File: src/sv/rrbm_pkg.sv
// Shared types and constants for the bank mapper with battery clock.
`timescale 1ns / 1ps
`default_nettype none

package rrbm_pkg;

    localparam int RAM_BYTES     = 65536;
    localparam int SECOND_CYCLES = 4194304;

    localparam int RAM_AW     = $clog2(RAM_BYTES);
    localparam int SUB_W      = $clog2(SECOND_CYCLES);
    localparam int CYC_W      = 10;
    localparam int CFG_DATA_W = 9;

    // Transaction kinds; code 3 is unused
    typedef enum logic [1:0] {
        KIND_READ  = 2'd0,
        KIND_WRITE = 2'd1,
        KIND_TICK  = 2'd2
    } kind_t;

    typedef enum logic [1:0] {
        TGT_SYSTEM = 2'd0,
        TGT_ROM    = 2'd1,
        TGT_DATA   = 2'd2,
        TGT_NONE   = 2'd3
    } target_t;

    typedef enum logic [1:0] {
        CFG_EXTENDED  = 2'd0,
        CFG_CLOCK     = 2'd1,
        CFG_ROM_COUNT = 2'd2,
        CFG_RAM_COUNT = 2'd3
    } cfg_idx_t;

    // 8 KiB bus areas, address[15:13]
    localparam logic [2:0] AREA_0000 = 3'd0;
    localparam logic [2:0] AREA_2000 = 3'd1;
    localparam logic [2:0] AREA_4000 = 3'd2;
    localparam logic [2:0] AREA_6000 = 3'd3;
    localparam logic [2:0] AREA_A000 = 3'd5;

    // Clock register select codes
    localparam logic [2:0] RTC_SEC     = 3'd0;
    localparam logic [2:0] RTC_MIN     = 3'd1;
    localparam logic [2:0] RTC_HOUR    = 3'd2;
    localparam logic [2:0] RTC_DAY_LO  = 3'd3;
    localparam logic [2:0] RTC_DAY_HI  = 3'd4;

    typedef struct packed {
        logic             tick;
        logic [CYC_W-1:0] cycles;
        logic             wr;
        logic [7:0]       data;
        logic             latch;
        logic [2:0]       sel;
    } rtc_cmd_t;

endpackage

`default_nettype wire

File: src/sv/rrbm_rtc.sv
// Battery clock counters, latch copy and clock register read mux.
`timescale 1ns / 1ps
`default_nettype none

module rrbm_rtc (
    input  wire logic              clk,
    input  wire logic              rst_n,
    input  wire rrbm_pkg::rtc_cmd_t cmd,
    output logic [7:0]             rd_data
);
    import rrbm_pkg::*;

    localparam int ACC_W = SUB_W + 1;
    localparam logic [ACC_W-1:0] SEC_LIMIT = ACC_W'(SECOND_CYCLES);

    logic [7:0]       sec_reg, min_reg, hr_reg;
    logic [7:0]       sec_next, min_next, hr_next;
    logic [8:0]       days_reg, days_next;
    logic             halt_reg, halt_next;
    logic             carry_reg, carry_next;
    logic [SUB_W-1:0] sub_reg, sub_next;

    logic [5:0] lat_sec_reg, lat_min_reg;
    logic [4:0] lat_hr_reg;
    logic [7:0] lat_days_reg;
    logic [2:0] lat_ctrl_reg;   // {carry, halt, day bit 8}

    logic [ACC_W-1:0] acc, acc_left;
    logic             wrap;
    logic [7:0]       sec_inc, min_inc, hr_inc;

    assign acc      = {1'b0, sub_reg} + ACC_W'(cmd.cycles);
    assign wrap     = (acc >= SEC_LIMIT);
    assign acc_left = wrap ? (acc - SEC_LIMIT) : acc;
    assign sec_inc  = sec_reg + 8'd1;
    assign min_inc  = min_reg + 8'd1;
    assign hr_inc   = hr_reg + 8'd1;

    always_comb
    begin
        sec_next   = sec_reg;
        min_next   = min_reg;
        hr_next    = hr_reg;
        days_next  = days_reg;
        halt_next  = halt_reg;
        carry_next = carry_reg;
        sub_next   = sub_reg;
        if (cmd.tick && !halt_reg)
        begin
            sub_next = acc_left[SUB_W-1:0];
            if (wrap)
            begin
                // ripple one second through the counters
                sec_next = (sec_inc == 8'd60) ? 8'd0 : sec_inc;
                if (sec_inc == 8'd60)
                begin
                    min_next = (min_inc == 8'd60) ? 8'd0 : min_inc;
                    if (min_inc == 8'd60)
                    begin
                        hr_next = (hr_inc == 8'd24) ? 8'd0 : hr_inc;
                        if (hr_inc == 8'd24)
                        begin
                            if (days_reg == 9'h1FF)
                            begin
                                days_next  = 9'd0;
                                carry_next = 1'b1;
                            end
                            else
                            begin
                                days_next = days_reg + 9'd1;
                            end
                        end
                    end
                end
            end
        end
        if (cmd.wr)
        begin
            case (cmd.sel)
                RTC_SEC:
                begin
                    sec_next = cmd.data;
                    sub_next = '0;
                end
                RTC_MIN:    min_next  = cmd.data;
                RTC_HOUR:   hr_next   = cmd.data;
                RTC_DAY_LO: days_next = {days_reg[8], cmd.data};
                RTC_DAY_HI:
                begin
                    days_next  = {cmd.data[0], days_reg[7:0]};
                    halt_next  = cmd.data[6];
                    carry_next = cmd.data[7];
                end
                default: ;
            endcase
        end
    end

    always_ff @(posedge clk or negedge rst_n)
    begin
        if (!rst_n)
        begin
            sec_reg      <= '0;
            min_reg      <= '0;
            hr_reg       <= '0;
            days_reg     <= '0;
            halt_reg     <= 1'b0;
            carry_reg    <= 1'b0;
            sub_reg      <= '0;
            lat_sec_reg  <= '0;
            lat_min_reg  <= '0;
            lat_hr_reg   <= '0;
            lat_days_reg <= '0;
            lat_ctrl_reg <= '0;
        end
        else
        begin
            sec_reg   <= sec_next;
            min_reg   <= min_next;
            hr_reg    <= hr_next;
            days_reg  <= days_next;
            halt_reg  <= halt_next;
            carry_reg <= carry_next;
            sub_reg   <= sub_next;
            if (cmd.latch)
            begin
                lat_sec_reg  <= sec_reg[5:0];
                lat_min_reg  <= min_reg[5:0];
                lat_hr_reg   <= hr_reg[4:0];
                lat_days_reg <= days_reg[7:0];
                lat_ctrl_reg <= {carry_reg, halt_reg, days_reg[8]};
            end
        end
    end

    always_comb
    begin
        case (cmd.sel)
            RTC_SEC:    rd_data = {2'b00, lat_sec_reg};
            RTC_MIN:    rd_data = {2'b00, lat_min_reg};
            RTC_HOUR:   rd_data = {3'b000, lat_hr_reg};
            RTC_DAY_LO: rd_data = lat_days_reg;
            RTC_DAY_HI: rd_data = {lat_ctrl_reg[2], lat_ctrl_reg[1], 5'b00000, lat_ctrl_reg[0]};
            default:    rd_data = 8'hFF;
        endcase
    end

endmodule

`default_nettype wire

File: config.mk
export PLATFORM = sky130hd
export DESIGN_NAME = rrbm_rtc
export DESIGN_NICKNAME = d
export VERILOG_FILES = /design/src/sv/rrbm_pkg.sv /design/src/sv/rrbm_rtc.sv
export SDC_FILE = /design/constraint.sdc
export NUM_CORES = 1
export LEC_CHECK = 0
export ABC_CLOCK_PERIOD_IN_PS = 4700
export BUFFER_PORTS_ARGS = -buffer_cell sky130_fd_sc_hd__buf_2
export CAP_MARGIN = 5
export CORE_ASPECT_RATIO = 1.2
export CORE_MARGIN = 2
export CORE_UTILIZATION = 66
export DETAILED_ROUTE_END_ITERATION = 8
export PLACE_DENSITY_LB_ADDON = 0.15
export RECOVER_POWER = 50
export SETUP_SLACK_MARGIN = 0.05
export SLEW_MARGIN = 40
export SYNTH_ARGS = -nofsm -noshare
export SYNTH_HDL_FRONTEND = slang
export SYNTH_SLANG_ARGS = --single-unit
File: constraint.sdc
create_clock -name clk -period 4.7 [get_ports clk]
set_input_delay 0.705 -clock clk [delete_from_list [all_inputs] [get_ports clk]]
set_output_delay 0.705 -clock clk [all_outputs]
set_load 0.02 [all_outputs]
==> key figures <==
Synth
  • Share of the synthesized area in the top cell type: 40.7%
  • Avg Cell Area, Syn: 9.09 um2
  • Seq/Total Area, Yosys: 40.7%
  • Netlist Area Pre-Place: 5230 um2
  • Distinct cells, synth: 66
  • Dominant cell type by area after synthesis: dfrtp_1
  • FF+latch count, synth: 85
  • Synth Warn #: 0
  • Post-synth top flop: dfrtp_1
  • Syn Inst Count: 575
  • Mapped Nets: 617
  • Synth area leaders: dfrtp_1 (41%), mux2_2 (7.1%), nand2_1 (4.7%)
  • Post-synth ARST share: 100%
  • Post-synth EDFFs: 0

STA
  • Final setup violation count: 0
  • Clock Skew: 0.0118 ns
  • Setup slack after layout: 1.66 ns
  • Hold Fails Final Rpt: 0
  • RSZ-0062 raised after global routing: false
  • Slew headroom: -29.7%
  • Period minus WS final: 3.04 ns
  • TNS Setup: 0 ns
  • Fin Hold WS: 0.512 ns
  • Max-slew violations: 37
  • Tightest Pin Transition: 1.95 ns
  • Fmax: 329 MHz
  • Tcrit/Tclk final: 64.6%

Floorplanning
  • Starting Density: 68.2%
  • Die Span X: 85.2 um
  • Die H: 101 um
  • Row Count: 35
  • I/O pin count: 34
  • CORE AREA: 7660 um2
  • Die area: 8650 um2

Drt
  • Avg WL per Cell: 19.3 um
  • Router iterations before antenna repair: 5
  • Final WL: 13,400 um
  • Vias: 4,636
  • Number of DRC markers in iteration 0: 459
  • Drt drc: 0
  • Final ANT Viol Nets: 0
  • Vias per cell: 6.70

Placement
  • RePlAce Congestion: 0.908
  • Pre-CTS WS: 1.32 ns
  • DP HPWL: 9540 um
  • Buffers on Ports: 33
  • DP Cell Count: 676

Clock network
  • Clk slew on worst S/H paths: 0.09 ns
  • CTS Hold Buffers Added: 0
  • Post-cts sizing count: 0
  • CTS tree: yes
  • Total CTS buffers: 9
  • Sink Count: 85
  • Clk buf depth: 2
  • Post-CTS setup buffers: 0
  • Clock Tree Root: clkbuf_8
  • H-tree depth: 3
  • Worst skew pair latency: 0.36 ns

Cells and area
  • Fill count: 563
  • Multi-input logic area: 2970 um2
  • Most common cell after layout, fill and taps aside: dfrtp_1
  • Share of cells above drive strength 1: 17.3%
  • Max reg flops: 22
  • Most frequent cells in the layout: dfrtp_1 (85), nand2_1 (66), nor2_1 (50)
  • Register area: 2130 um2
  • Fin cells: 692
  • Layout area overhead: 8.33%
  • ANT cells: 0
  • Final nets: 637

Critical path
  • Crit path launch type: input pin
  • Worst setup path class: input pin to register
  • FF-to-FF setup slack: 1.71 ns
  • Worst Path Max Fanout: 19
  • Critical path required time: 4.95 ns
  • Crit. End Element: register
  • Worst EP arrival: 3.28 ns

Pwr
  • Cell leakage power: 2.32 nW
  • Peak VDD IR: 0.329 mV
  • Power per cell area: 429 nW/um2
  • Final total power: 0.00243 W

Global route
  • Overflow after GRT: 0
  • Largest net degree at the start of global routing: 51
  • Vias in the first global route: 4,691
  • Initial antenna violation count: 0
  • Overall routing resource usage: 33.0%
  • First-pass GRT wire length: 22,500 um

Outcome
  • Status: complete, but fails checks
  • Failing checks: capacitance limit, slew limit

Min path
  • Hold WC Path Type: register to register

Flow run
  • Max-capacitance violation count: 1
where the power goes:
part | internal, W | switching (W)
Combinational | 0.000357 | 0.000452
Sequential | 0.000900 | 0.000182
Clock | 0.000263 | 0.000275
through the flow:
stage | cell area, um2 | util, %
floorplan | 5230 | -
global placement | 5440 | 71.0
detailed placement | 5460 | 71.2
CTS | 5660 | 73.9
global route | 5660 | 73.9
finish | 5660 | 73.9
cell families (layout without fill, tap and decap cells):
group	count (synthesis)	after routing	share of synthesized area, %
and+or+nand+nor	230	230	23.1
AOI/OAI and AO/OA	146	146	17.8
DFF	85	85	40.7
muxes	42	42	8.83
buffers and inverters	41	66	3.02
adders and majority gates	16	16	3.97
xor gates and xnor gates	15	15	2.51
cells in the mapped netlist, types with 3 or more instances:
cell and count:
o31ai_1 9, nand4_1 10, xnor2_1 12, nor2_1 50, o21ai_0 31, and3_1 13, nand2_1 66, a31o_2 3
dfrtp_1 85, a21o_1 4, or3_1 9, nor3_1 12, inv_1 13, nor4_1 5, mux2_2 33, or4_1 3
xor2_1 3, nand3_1 25, a32o_1 3, a21oi_1 37, nor4b_1 3, clkbuf_1 24, o21ai_1 14, and2_1 10
a22oi_1 4, o311ai_1 3, o211ai_1 4, nand2b_1 5, mux2i_1 9, nor3_2 3, ha_1 15, a211o_1 3
buf_2 3, a31oi_1 8
area by class of cell:
type,instances,share of cell area [%]
inverters,13,0.862
clock buffers,10,2.43
clock inverters,6,1.24
repair buffers,37,3.36
multi-input cells,449,52.5
well taps,92,2.03
flip-flops and latches,85,37.6
path summary, 6_finish.rpt:
| kind | startpoint | end | depth (start not counted) |
|---|---|---|---|
| max in group asynchronous | rst_n | lat_min_reg[2]$_DFFE_PN0P_ | 2 |
| min in group asynchronous | rst_n | sub_reg[0]$_DFF_PN0_ | 1 |
| hold / removal | lat_min_reg[1]$_DFFE_PN0P_ | lat_min_reg[1]$_DFFE_PN0P_ | 1 |
| hold reg to reg | lat_min_reg[1]$_DFFE_PN0P_ | lat_min_reg[1]$_DFFE_PN0P_ | 1 |
| setup / recovery | cmd[13] | min_reg[5]$_DFF_PN0_ | 11 |
| setup reg to reg | sub_reg[0]$_DFF_PN0_ | min_reg[5]$_DFF_PN0_ | 10 |
worst max-delay path, cell delays in order:
cell,delay [ns]
buf_2,0.08
ha_1,0.15
inv_1,0.06
fa_1,0.38
nand2b_1,0.19
a21oi_1,0.34
nor4b_4,0.07
buf_4,0.22
nor4_4,0.63
o21ai_0,0.19
a31o_1,0.25
per-layer routing:
layer | vias up | global-route usage, % | part of all wire [%]
li1 | 2152 | - | -
met1 | 2244 | 42.0 | 40
met2 | 191 | 56.6 | 50
met3 | 49 | 4.48 | 5.5
met4 | 0 | 14.5 | 4.3
met5 | - | 0 | 0
Power figures use the tool's default switching activity.
